**config.mk**
```make
export PLATFORM = sky130hd
export DESIGN_NAME = xml_byte_tokenizer
export DESIGN_NICKNAME = d
export VERILOG_FILES = /design/src/rtl/xbt_pkg.sv /design/src/rtl/xbt_front.sv /design/src/rtl/xbt_queue.sv /design/src/rtl/xbt_back.sv /design/src/rtl/xml_byte_tokenizer.sv
export VERILOG_INCLUDE_DIRS = /design/src /design/src/rtl
export SDC_FILE = /design/constraint.sdc
export NUM_CORES = 1
export LEC_CHECK = 0
export BUFFER_PORTS_ARGS = -buffer_cell sky130_fd_sc_hd__clkbuf_2
export CAP_MARGIN = 20
export CELL_PAD_IN_SITES_DETAIL_PLACEMENT = 1
export CELL_PAD_IN_SITES_GLOBAL_PLACEMENT = 1
export CORE_MARGIN = 3
export CORE_UTILIZATION = 45
export DETAILED_ROUTE_END_ITERATION = 16
export PLACE_DENSITY = 0.72
export SYNTH_ARGS = -nofsm -noshare
export SYNTH_HDL_FRONTEND = slang
export SYNTH_SLANG_ARGS = --single-unit
```
**constraint.sdc**
```tcl
create_clock -name clk -period 4 [get_ports clk]
set_clock_uncertainty 0.15 [all_clocks]
set_input_delay 0 -clock clk [delete_from_list [all_inputs] [get_ports clk]]
set_output_delay 0 -clock clk [all_outputs]
set_load 0.05 [all_outputs]
```
**src/rtl/xml_byte_tokenizer_assert.svh**
```systemverilog
// assertion macros for the xml byte tokenizer modules
// expects signals named clk and rst in the scope of each use
`ifndef XML_BYTE_TOKENIZER_ASSERT_SVH
`define XML_BYTE_TOKENIZER_ASSERT_SVH

// checked only outside reset
`define XBT_ASSERT(label, prop, msg) \
  label: assert property (@(posedge clk) disable iff (rst) prop) else $error(msg);

// checked on every edge, reset included
`define XBT_ASSERT_ALWAYS(label, prop, msg) \
  label: assert property (@(posedge clk) prop) else $error(msg);

`endif

```
**src/rtl/xbt_pkg.sv**
```systemverilog
// shared types and constants of the xml byte tokenizer
// used by xbt_front, xbt_queue, xbt_back and xml_byte_tokenizer; no dependencies
package xbt_pkg;

  localparam int MAX_DEPTH_DEF = 64;
  localparam int QUEUE_DEPTH   = 2;   // power of two
  localparam int DEPTH_W       = 7;

  typedef enum logic [3:0] {
    EV_NONE       = 4'd0,
    EV_TEXT_CHAR  = 4'd1,
    EV_TEXT_DONE  = 4'd2,
    EV_TAG_FIRST  = 4'd3,
    EV_TAG_CHAR   = 4'd4,
    EV_OPEN       = 4'd5,
    EV_CLOSE      = 4'd6,
    EV_ATTR_FIRST = 4'd7,
    EV_ATTR_CHAR  = 4'd8,
    EV_VALUE_CHAR = 4'd9,
    EV_ATTR_DONE  = 4'd10
  } event_t;

  localparam logic [7:0] CH_LT    = 8'h3C;
  localparam logic [7:0] CH_GT    = 8'h3E;
  localparam logic [7:0] CH_SLASH = 8'h2F;
  localparam logic [7:0] CH_QMARK = 8'h3F;
  localparam logic [7:0] CH_BANG  = 8'h21;
  localparam logic [7:0] CH_EQ    = 8'h3D;
  localparam logic [7:0] CH_QUOTE = 8'h22;
  localparam logic [7:0] CH_CR    = 8'h0D;
  localparam logic [7:0] CH_LF    = 8'h0A;
  localparam logic [7:0] CH_SP    = 8'h20;
  localparam logic [7:0] CH_UC_A  = 8'h41;
  localparam logic [7:0] CH_LC_Z  = 8'h7A;

  // character class flags worked out in the front
  typedef struct packed {
    logic lt;
    logic gt;
    logic slash;
    logic qmark;
    logic bang;
    logic eq;
    logic quote;
    logic brk;     // cr or lf
    logic space;   // cr, lf or blank
    logic blank;   // plain space only
    logic letter;  // 'A'..'z'
  } char_class_t;

  typedef struct packed {
    logic [7:0]  char_byte;
    char_class_t cls;
  } entry_t;

endpackage

```
**src/rtl/xbt_front.sv**
```systemverilog
// front part: takes raw bytes and tags each with its character class
// depends on xbt_pkg
module xbt_front (
  input  logic              s_tvalid,
  output logic              s_tready,
  input  logic [7:0]        s_tdata,    // byte_in
  input  logic              q_full,
  output logic              q_push,
  output xbt_pkg::entry_t   q_entry
);

  xbt_pkg::char_class_t cls;

  always_comb begin
    cls.lt     = (s_tdata == xbt_pkg::CH_LT);
    cls.gt     = (s_tdata == xbt_pkg::CH_GT);
    cls.slash  = (s_tdata == xbt_pkg::CH_SLASH);
    cls.qmark  = (s_tdata == xbt_pkg::CH_QMARK);
    cls.bang   = (s_tdata == xbt_pkg::CH_BANG);
    cls.eq     = (s_tdata == xbt_pkg::CH_EQ);
    cls.quote  = (s_tdata == xbt_pkg::CH_QUOTE);
    cls.brk    = (s_tdata == xbt_pkg::CH_CR) || (s_tdata == xbt_pkg::CH_LF);
    cls.blank  = (s_tdata == xbt_pkg::CH_SP);
    cls.space  = cls.brk || cls.blank;
    cls.letter = (s_tdata >= xbt_pkg::CH_UC_A) && (s_tdata <= xbt_pkg::CH_LC_Z);
  end

  assign s_tready          = !q_full;
  assign q_push            = s_tvalid && !q_full;
  assign q_entry.char_byte = s_tdata;
  assign q_entry.cls       = cls;

endmodule

```
**src/rtl/xbt_queue.sv**
```systemverilog
// short queue of classified bytes between front and back
// depends on xbt_pkg and xml_byte_tokenizer_assert.svh
`include "xml_byte_tokenizer_assert.svh"

module xbt_queue (
  input  logic            clk,
  input  logic            rst,
  input  logic            push,
  input  xbt_pkg::entry_t push_entry,
  output logic            full,
  input  logic            pop,
  output logic            head_valid,
  output xbt_pkg::entry_t head_entry
);

  localparam int PTR_W = (xbt_pkg::QUEUE_DEPTH > 1) ? $clog2(xbt_pkg::QUEUE_DEPTH) : 1;
  localparam int CNT_W = $clog2(xbt_pkg::QUEUE_DEPTH + 1);

  xbt_pkg::entry_t  slots [xbt_pkg::QUEUE_DEPTH];
  logic [PTR_W-1:0] wr_ptr;
  logic [PTR_W-1:0] rd_ptr;
  logic [CNT_W-1:0] count;

  assign full       = (count == CNT_W'(xbt_pkg::QUEUE_DEPTH));
  assign head_valid = (count != '0);
  assign head_entry = slots[rd_ptr];

  always_ff @(posedge clk) begin
    if (push) begin
      slots[wr_ptr] <= push_entry;
    end
  end

  always_ff @(posedge clk) begin
    if (rst) begin
      wr_ptr <= '0;
      rd_ptr <= '0;
      count  <= '0;
    end else begin
      if (push) begin
        wr_ptr <= wr_ptr + 1'b1;
      end
      if (pop) begin
        rd_ptr <= rd_ptr + 1'b1;
      end
      if (push && !pop) begin
        count <= count + 1'b1;
      end else if (pop && !push) begin
        count <= count - 1'b1;
      end
    end
  end

  `XBT_ASSERT(a_count_bound, count <= CNT_W'(xbt_pkg::QUEUE_DEPTH), "queue count beyond depth")
  `XBT_ASSERT(a_pop_nonempty, pop |-> head_valid, "pop from empty queue")
  `XBT_ASSERT(a_ptr_gap, (count == '0) |-> (wr_ptr == rd_ptr), "pointers apart on empty queue")

endmodule

```
**src/rtl/xbt_back.sv**
```systemverilog
// back part: lexer state machine, depth counter and output register
// depends on xbt_pkg and xml_byte_tokenizer_assert.svh
`include "xml_byte_tokenizer_assert.svh"

module xbt_back #(
  parameter int MAX_DEPTH = xbt_pkg::MAX_DEPTH_DEF
) (
  input  logic            clk,
  input  logic            rst,
  input  logic            head_valid,
  input  xbt_pkg::entry_t head_entry,
  output logic            pop,
  output logic            m_tvalid,
  input  logic            m_tready,
  output logic [23:0]     m_tdata    // event_res, char_out, depth, overflow, zero pad
);

  localparam int DW = $clog2(MAX_DEPTH + 1);

  typedef enum logic [3:0] {
    S_SYNC, S_TAG, S_ENDTAG, S_DECL, S_DECL_NAME, S_DECL_END,
    S_DECL_BODY, S_DECL_BODY_END, S_COMMENT, S_NAME, S_INTAG,
    S_SKIP_TO_GT, S_ATTR_NAME, S_ATTR_EQ_WAIT, S_ATTR_QUOTE_WAIT, S_ATTR_VALUE
  } lex_state_t;

  lex_state_t           lex_state, lex_state_next;
  logic [DW-1:0]        nest_depth, nest_depth_next;
  logic                 text_pending, text_pending_next;
  logic                 value_pending, value_pending_next;
  xbt_pkg::event_t      ev;
  logic                 refused;

  xbt_pkg::event_t      event_res;
  logic [7:0]           char_out;
  logic [DW-1:0]        depth_cnt;
  logic                 overflow;
  logic [DW+6:0]        depth_wide;

  xbt_pkg::char_class_t c;
  logic                 advance;

  assign c       = head_entry.cls;
  assign advance = !m_tvalid || m_tready;
  assign pop     = head_valid && advance;

  always_comb begin
    lex_state_next     = lex_state;
    nest_depth_next    = nest_depth;
    text_pending_next  = text_pending;
    value_pending_next = value_pending;
    ev                 = xbt_pkg::EV_NONE;
    refused            = 1'b0;
    case (lex_state)
      S_SYNC: begin
        if (c.lt) begin
          if (text_pending) begin
            ev                = xbt_pkg::EV_TEXT_DONE;
            text_pending_next = 1'b0;
          end
          lex_state_next = S_TAG;
        end else if (nest_depth != '0 && !c.brk) begin
          ev                = xbt_pkg::EV_TEXT_CHAR;
          text_pending_next = 1'b1;
        end
      end
      S_TAG: begin
        if (c.slash) lex_state_next = S_ENDTAG;
        else if (c.qmark) lex_state_next = S_DECL;
        else if (c.bang) lex_state_next = S_COMMENT;
        else if (!c.space) begin
          ev             = xbt_pkg::EV_TAG_FIRST;
          lex_state_next = S_NAME;
        end
      end
      S_COMMENT: begin
        if (c.gt) lex_state_next = S_SYNC;
      end
      S_NAME: begin
        if (c.gt || c.space) begin
          ev = xbt_pkg::EV_OPEN;
          if (nest_depth < DW'(MAX_DEPTH)) nest_depth_next = nest_depth + 1'b1;
          else refused = 1'b1;
          lex_state_next = c.gt ? S_SYNC : S_INTAG;
        end else if (c.slash) lex_state_next = S_SKIP_TO_GT;
        else ev = xbt_pkg::EV_TAG_CHAR;
      end
      S_INTAG: begin
        if (c.gt) lex_state_next = S_SYNC;
        else if (c.slash) begin
          // empty element: close the one just opened
          if (nest_depth != '0) begin
            ev              = xbt_pkg::EV_CLOSE;
            nest_depth_next = nest_depth - 1'b1;
          end
          lex_state_next = S_SKIP_TO_GT;
        end else if (!c.space) begin
          ev             = xbt_pkg::EV_ATTR_FIRST;
          lex_state_next = S_ATTR_NAME;
        end
      end
      S_ATTR_NAME: begin
        if (c.gt) lex_state_next = S_SYNC;
        else if (c.space) lex_state_next = S_ATTR_EQ_WAIT;
        else if (c.eq) lex_state_next = S_ATTR_QUOTE_WAIT;
        else ev = xbt_pkg::EV_ATTR_CHAR;
      end
      S_ATTR_EQ_WAIT: begin
        if (c.gt) lex_state_next = S_SYNC;
        else if (c.eq) lex_state_next = S_ATTR_QUOTE_WAIT;
      end
      S_ATTR_QUOTE_WAIT: begin
        if (c.gt) lex_state_next = S_SYNC;
        else if (c.quote) begin
          value_pending_next = 1'b0;
          lex_state_next     = S_ATTR_VALUE;
        end
      end
      S_ATTR_VALUE: begin
        if (c.quote) begin
          if (value_pending) ev = xbt_pkg::EV_ATTR_DONE;
          value_pending_next = 1'b0;
          lex_state_next     = S_INTAG;
        end else begin
          ev                 = xbt_pkg::EV_VALUE_CHAR;
          value_pending_next = 1'b1;
        end
      end
      S_ENDTAG: begin
        if (c.gt || c.space) begin
          if (nest_depth != '0) begin
            ev              = xbt_pkg::EV_CLOSE;
            nest_depth_next = nest_depth - 1'b1;
          end
          lex_state_next = c.gt ? S_SYNC : S_SKIP_TO_GT;
        end
      end
      S_SKIP_TO_GT: begin
        if (c.gt) lex_state_next = S_SYNC;
      end
      S_DECL: begin
        if (c.qmark) lex_state_next = S_DECL_END;
        else if (c.letter) lex_state_next = S_DECL_NAME;
      end
      S_DECL_NAME: begin
        if (c.qmark) lex_state_next = S_DECL_END;
        else if (c.blank) lex_state_next = S_DECL_BODY;
      end
      S_DECL_END: begin
        lex_state_next = c.gt ? S_SYNC : S_DECL_NAME;
      end
      S_DECL_BODY: begin
        if (c.qmark) lex_state_next = S_DECL_BODY_END;
      end
      S_DECL_BODY_END: begin
        lex_state_next = c.gt ? S_SYNC : S_DECL_BODY;
      end
      default: begin
        lex_state_next = S_SYNC;
      end
    endcase
  end

  always_ff @(posedge clk) begin
    if (rst) begin
      lex_state     <= S_SYNC;
      nest_depth    <= '0;
      text_pending  <= 1'b0;
      value_pending <= 1'b0;
      m_tvalid      <= 1'b0;
    end else begin
      if (pop) begin
        lex_state     <= lex_state_next;
        nest_depth    <= nest_depth_next;
        text_pending  <= text_pending_next;
        value_pending <= value_pending_next;
        m_tvalid      <= 1'b1;
      end else if (m_tready) begin
        m_tvalid      <= 1'b0;
      end
    end
  end

  always_ff @(posedge clk) begin
    if (pop) begin
      event_res <= ev;
      char_out  <= head_entry.char_byte;
      depth_cnt <= nest_depth_next;
      overflow  <= refused;
    end
  end

  assign depth_wide = (DW + 7)'(depth_cnt);
  assign m_tdata    = {4'b0, overflow, depth_wide[xbt_pkg::DEPTH_W-1:0], char_out, event_res};

  `XBT_ASSERT(a_depth_bound, nest_depth <= DW'(MAX_DEPTH), "nesting depth beyond maximum")
  `XBT_ASSERT(a_ovf_open, (m_tvalid && overflow) |-> (event_res == xbt_pkg::EV_OPEN && depth_cnt == DW'(MAX_DEPTH)), "overflow without open at maximum")
  `XBT_ASSERT(a_close_step, (pop && ev == xbt_pkg::EV_CLOSE) |=> (nest_depth == $past(nest_depth) - 1'b1), "close did not lower depth")

endmodule

```
**src/rtl/xml_byte_tokenizer.sv**
```systemverilog
// xml byte tokenizer: one event per input byte, 16-state lexer
// a byte accepted is written into the queue, then the lexer step in the back part registers its result on m_tdata
// throughput: one byte per cycle while m_tready does not stall the output, set by the lexer step in the back part
// rst (synchronous, active high) empties the queue and output register,
// returns the lexer to the text state and clears depth and pending flags
module xml_byte_tokenizer #(
  parameter int MAX_DEPTH = xbt_pkg::MAX_DEPTH_DEF   // 1 .. 127
) (
  input  logic        clk,
  input  logic        rst,
  // input byte stream
  input  logic        s_tvalid,
  output logic        s_tready,
  input  logic [7:0]  s_tdata,   // [7:0] byte_in
  // event stream
  output logic        m_tvalid,
  input  logic        m_tready,
  output logic [23:0] m_tdata    // [3:0] event_res, [11:4] char_out, [18:12] depth,
                                 // [19] overflow, [23:20] zero
);

  // classified byte travelling from front to back
  xbt_pkg::entry_t push_entry;
  xbt_pkg::entry_t head_entry;
  logic            q_push;
  logic            q_full;
  logic            q_pop;
  logic            q_valid;

  // front: classifies each byte, stalls only when the queue is full
  xbt_front u_front (
    .s_tvalid (s_tvalid),
    .s_tready (s_tready),
    .s_tdata  (s_tdata),
    .q_full   (q_full),
    .q_push   (q_push),
    .q_entry  (push_entry)
  );

  // two-entry queue, push and pop in the same cycle keep the stream going
  xbt_queue u_queue (
    .clk        (clk),
    .rst        (rst),
    .push       (q_push),
    .push_entry (push_entry),
    .full       (q_full),
    .pop        (q_pop),
    .head_valid (q_valid),
    .head_entry (head_entry)
  );

  // back: lexer step, depth counter, registered result
  xbt_back #(
    .MAX_DEPTH (MAX_DEPTH)
  ) u_back (
    .clk        (clk),
    .rst        (rst),
    .head_valid (q_valid),
    .head_entry (head_entry),
    .pop        (q_pop),
    .m_tvalid   (m_tvalid),
    .m_tready   (m_tready),
    .m_tdata    (m_tdata)
  );

endmodule
```
==> flow_summary.toml, run 1 <==
[status]
status = "completed"

[cts]
htreeDepth = 3
ctsHoldBuffers = 10
cts_resized = 0
clock_latency_ps = 360
clk_pin_slew_ps = 90
clockBufferDepth = 2
post_cts_buffers = 0
cts_tree = "done"
cts_sinks = 77
numCtsBuffers = 9
root_buffer = "clkbuf_8"

[setup_path]
crit_slowest_cell = "dfxtp_1"
crit_path_max_fanout = 24
endpoint_kind = "flop"
critical-path-max-stage-delay_ps = 1010
path_cells = "buf_4, nor3b_1, a311o_1, a21o_1, nand2_1, nor2_1, a2111oi_2"
required_ps = 4100
cp_data_arrival_time_ps = 2970
start_kind = "flop"
worstPathBufferInverterCount = 1
path_class = "reg -> reg"
cp_top_family = "flip-flops"

[global_route]
first_global_vias = 3140
grt_overflow = 0
grt_pass1_wl_um = 16700
track_usage_pct = 20.9
antenna_found_initial = 0
grt_max_degree = 26

[logic_synthesis]
synth_warnings = 0
synth_cells = 369
seq_area_frac_synth_pct = 51.1
ys_ff_latch = 77
ys_dominant_reg_cell = "edfxtp_1"
post_synth.cell_area_avg_um2 = 11.2
synth_edf_count = 58
synth_cell_types = 79
async_flop_share_pct = 0
netlist_area_um2 = 4150

[flow_run]
max_cap_violations = 0

[hold_path]
hp-class = "in -> reg"

[cells_and_area]
utilization_pct = 52.9
drive_gt1_share_pct = 23.1
register_area_um2 = 2120
nets = 422
synthToLayoutAreaGrowth_pct = 12.8
multi_input_area_um2 = 1860
fill_cells = 971
insertedDiodeCount = 0

[floorplan]
placeableCoreArea_um2 = 8850
row_count = 34
die-area_um2 = 10400
pin_count = 38
initial_core_util_pct = 46.9
die_w_um = 102
die_h_um = 102

[sta]
fin_crit_sh_pct = 71.5
fin_setup_tns_ps = 0
tightest_slew_ps = 1040
achievable-frequency_ghz = 0.349
maxSlewViolCount = 0
setup_viol = 0
rsz0062_at_grt = "false"
period_needed_ps = 2860
hold_viol_final = 0
maxSlewHeadroom_pct = 30.7

[drt]
vias = 3061
drc = 0
ant_nets = 0
via_per_inst = 5.90
drt_wl_total_um = 10200
firstDrtPassIters = 4
dr.first_iter.drc_count = 235
wl_per_cell_um = 19.7

[placed_design]
dpl.hpwl_um = 7220
place.gp.congestion = 0.958
port_buffers = 33

[pwr]
leakage_uw = 0.00165
irDropWorstVdd_uv = 316
cellPowerDensity_nw_per_um2 = 765
==> report_power, final <==
part / leakage, uW / internal, uW / switching [uW] / total [uW]
clock network: 0.000120 / 369 / 335 / 704
logic: 0.000818 / 516 / 1030 / 1540
registers: 0.000712 / 1120 / 217 / 1330
total: 0.00165 / 2000 / 1580 / 3580
==> worst paths after layout <==
path,start,end,slack (ps),depth (start not counted)
max,flop,u_back.nest_depth[4],1140,7
min,rst,u_queue.rd_ptr,20,2
max reg2reg,flop,u_back.nest_depth[4],1140,7
min reg2reg,u_back.m_tvalid,u_back.m_tvalid,350,2
==> cell type report <==
class / count / share of cell area, %
Tap cell: 108 / 2.89
Clock inverter: 7 / 2.38
Inverter: 8 / 0.641
Timing Repair Buffer: 47 / 6.31
Sequential cell: 77 / 45.3
Clock buffer: 9 / 2.65
Multi-Input combinational cell: 263 / 39.8
==> layout by cell type (no fill, tap or decap), drive strengths merged, types with 6 or more instances in the layout <==
cell         count
nor2            38
nand2           21
nor2b            8
dfxtp           19
clkbuf          42
o21ai           21
dlygate4sd3     10
and3             7
inv             13
mux2i            9
nand2b          10
edfxtp          58
nand3            6
mux2            15
nor3            15
a21oi           20
==> cells in the mapped netlist, drive strengths merged, types with 8 or more instances <==
cell type	n	share of area (%)
nand2	21	1.9
a21oi	20	2.5
mux2i	9	2.3
buf	16	2.8
nand2b	10	1.7
dfxtp	19	9.2
edfxtp	58	42
mux2	15	4.3
clkbuf	8	0.72
nor3	15	2.3
nor2b	8	1.2
o21ai	21	2.6
inv	8	0.72
nor2	38	3.4
==> state kept, by name, indices dropped and copies added, names as in the netlist, 2 cells and up, named ones only <==
| signal | count |
|---|---|
| u_back.char_out | 8 |
| u_back.depth_cnt | 7 |
| u_back.event_res | 4 |
| u_back.lex_state | 4 |
| u_back.nest_depth | 7 |
| u_queue.count | 2 |
| u_queue.slots | 38 |
==> routing by layer <==
| metal | up-vias | wire, um | GRT usage, % |
|---|---|---|---|
| li1 | 1474 | - | - |
| met1 | 1517 | 5060 | 30.2 |
| met2 | 61 | 4730 | 32.2 |
| met3 | 9 | 347 | 4.57 |
| met4 | 0 | 99 | 5.35 |
| met5 | - | 0 | 0 |
==> cells by family after synthesis <==
| group | synth area share (%) |
|---|---|
| XOR/XNOR | 1.27 |
| flip-flops | 51.1 |
| AND/OR/NAND/NOR | 17.7 |
| AO/OA/AOI/OAI | 17.8 |
| other | 0.0904 |
| multiplexers | 6.60 |
| buffers and inverters | 4.22 |
| adder cells (fa/ha/maj) | 1.21 |
==> through the flow <==
stage	hold slack (ps)	power, uW	instance area (um2)	worst slack, ps	instances
after floorplan	-51.1	2540	4160	1560	372
after global placement	95.1	2850	4350	1250	493
after detailed placement	100	2880	4350	1130	493
after CTS	21.0	3610	4680	1130	519
after global routing	42.9	3810	4680	917	519
final	22.6	3580	4680	1140	519
(Power assumes the default switching activity.)
==> run 2, diff against run 1 <==
--- a/config.mk
+++ b/config.mk
@@ -11,7 +11,7 @@
 export CELL_PAD_IN_SITES_DETAIL_PLACEMENT = 1
 export CELL_PAD_IN_SITES_GLOBAL_PLACEMENT = 1
 export CORE_MARGIN = 3
-export CORE_UTILIZATION = 45
+export CORE_UTILIZATION = 43
 export DETAILED_ROUTE_END_ITERATION = 16
 export PLACE_DENSITY = 0.72
 export SYNTH_ARGS = -nofsm -noshare
==> constraint.sdc (replaced) <==
create_clock -name clk -period 2.6 [get_ports clk]
set_clock_uncertainty 0.15 [all_clocks]
set_input_delay 0 -clock clk [delete_from_list [all_inputs] [get_ports clk]]
set_output_delay 0 -clock clk [all_outputs]
set_load 0.05 [all_outputs]
==> flow_summary.toml, run 2 (synthesis gave the netlist of run 1 again) <==
[status]
status = "completed"

[setup_path]
start_kind = "flop"
worstSetupStartpoint = "u_back.lex_state[0]"
required_ps = 2710
path_class = "reg -> reg"
ff2ff_setup_slack_ps = 210
cp_data_arrival_time_ps = 2490
crit_path_max_fanout = 12
timing.rr.start = "u_back.lex_state[0]"
endpoint_kind = "flop"
rr_worst_depth = 6
reg2reg_to = "u_back.nest_depth[4]"

[global_route]
grt_max_degree = 30
antenna_found_initial = 0
track_usage_pct = 20.0
grt_pass1_wl_um = 17300
grt_overflow = 0
first_global_vias = 3310

[cells_and_area]
utilization_pct = 50.9
top_regs = "u_queue.slots (38), u_back.char_out (8)"
mostFrequentLayoutCells = "edfxtp_1 (58), nor2_1 (38), clkbuf_2 (33)"
synthToLayoutAreaGrowth_pct = 14.4
insertedDiodeCount = 0
fill_cells = 1021
register_area_um2 = 2120
multi_input_area_um2 = 1860
largest_reg_flops = 38
top_register = "u_queue.slots"
drive_gt1_share_pct = 24.5
final_area_um2 = 4750
nets = 431
layout_commonest_cell = "edfxtp_1"

[placed_design]
place.gp.congestion = 0.862
port_buffers = 33
dpl.hpwl_um = 7390
place_area_um2 = 4450

[drt]
ant_nets = 0
vias = 3133
wl_per_cell_um = 18.6
drt_wl_total_um = 10200
firstDrtPassIters = 4
dr.first_iter.drc_count = 147
via_per_inst = 5.71
drc = 0

[floorplan]
die_w_um = 104
row_count = 35
die_h_um = 104
initial_core_util_pct = 44.5
placeableCoreArea_um2 = 9330
pin_count = 38
die-area_um2 = 10900

[sta]
setup_viol = 0
fin_setup_tns_ps = 0
fin_crit_sh_pct = 91.7
maxSlewViolCount = 0
tightest_slew_ps = 657
hold_ws_ps = 269
maxSlewHeadroom_pct = 55.9
rsz0062_at_grt = "false"
hold_viol_final = 0
achievable-frequency_ghz = 0.419
period_needed_ps = 2390

[hold_path]
whs_path_depth = 2
hold_start = "s_tdata[4]"
hp-class = "in -> reg"
hold_end = "u_queue.slots[0][15]"

[cts]
post_cts_buffers = 0
htreeDepth = 3
clk_pin_slew_ps = 100
numCtsBuffers = 9
ctsHoldBuffers = 11
cts_tree = "done"
cts_resized = 0
cts_sinks = 77
clockBufferDepth = 2
clock_latency_ps = 370
root_buffer = "clkbuf_8"

[pwr]
swShare_pct = 45.5
p_int_uw = 2940
pwr-share-seq_pct = 36.3
pwr-share-comb_pct = 47.5
leakage_uw = 0.00167
irDropWorstVdd_uv = 423
cellPowerDensity_nw_per_um2 = 1140
p_switching_uw = 2460
clkPwrFrac_pct = 16.3

[flow_run]
max_cap_violations = 0
==> run 2: changes by cell type in the layout (fill, tap and decap cells not counted), moves of 2 or more <==
cell,change
buf_4,+7
bufinv_16,-2
clkinv_4,+3
inv_8,-2
==> run 2: layout make-up <==
cell class                      instances  area share [%]
Clock buffer                            9            2.61
Multi-Input combinational cell        263            39.3
Tap cell                              129            3.40
Clock inverter                          7            1.48
Sequential cell                        77            44.7
Inverter                                8           0.632
Timing Repair Buffer                   56            7.96
==> run 2: per-stage QoR <==
| step | total power (uW) | setup slack (ps) | cells |
|---|---|---|---|
| finish | 5400 | 215 | 549 |
| global route | 5740 | 59.7 | 549 |
| CTS | 5440 | 238 | 549 |
| detailed placement | 4530 | 290 | 522 |
| global placement | 4470 | 349 | 522 |
| floorplan | 3910 | 159 | 372 |
==> run 2: worst max-delay path by stage <==
| stage | end | slack, ps | depth (start not counted) |
|---|---|---|---|
| final | u_back.nest_depth[4] | 210 | 6 |
| after global routing | u_back.lex_state[2] | 60 | 7 |
| after CTS | u_back.nest_depth[4] | 240 | 6 |
| after detailed placement | u_back.nest_depth[4] | 290 | 7 |
| after global placement | u_back.nest_depth[1] | 350 | 6 |
| after floorplan | u_queue.slots[0][0] | 160 | 3 |
==> run 2: metal layers <==
layer  track usage [%]  part of all wire (%)  up-vias  wire, um
met4              5.41                   1.7        0       170
met5                 0                     0        -         0
met3              5.46                   4.2       14       433
met1              25.3                    44     1548      4520
li1                  -                     -     1492         -
met2              33.7                    50       79      5080
==> run 2: critical path, stage by stage (launching register included) <==
cell and delay (ps):
dfxtp_1 440, buf_4 240, or3b_4 460, a31oi_4 220, o21a_1 260, a221oi_2 120, a2111oi_2 380
==> run 2: power by group through the flow <==
stage	Combinational [uW]	Clock (uW)	Sequential, uW
floorplan	1590	0	2330
global placement	2500	0	1970
detailed placement	2540	0	1990
CTS	2570	913	1960
global route	2770	959	2010
finish	2560	879	1960
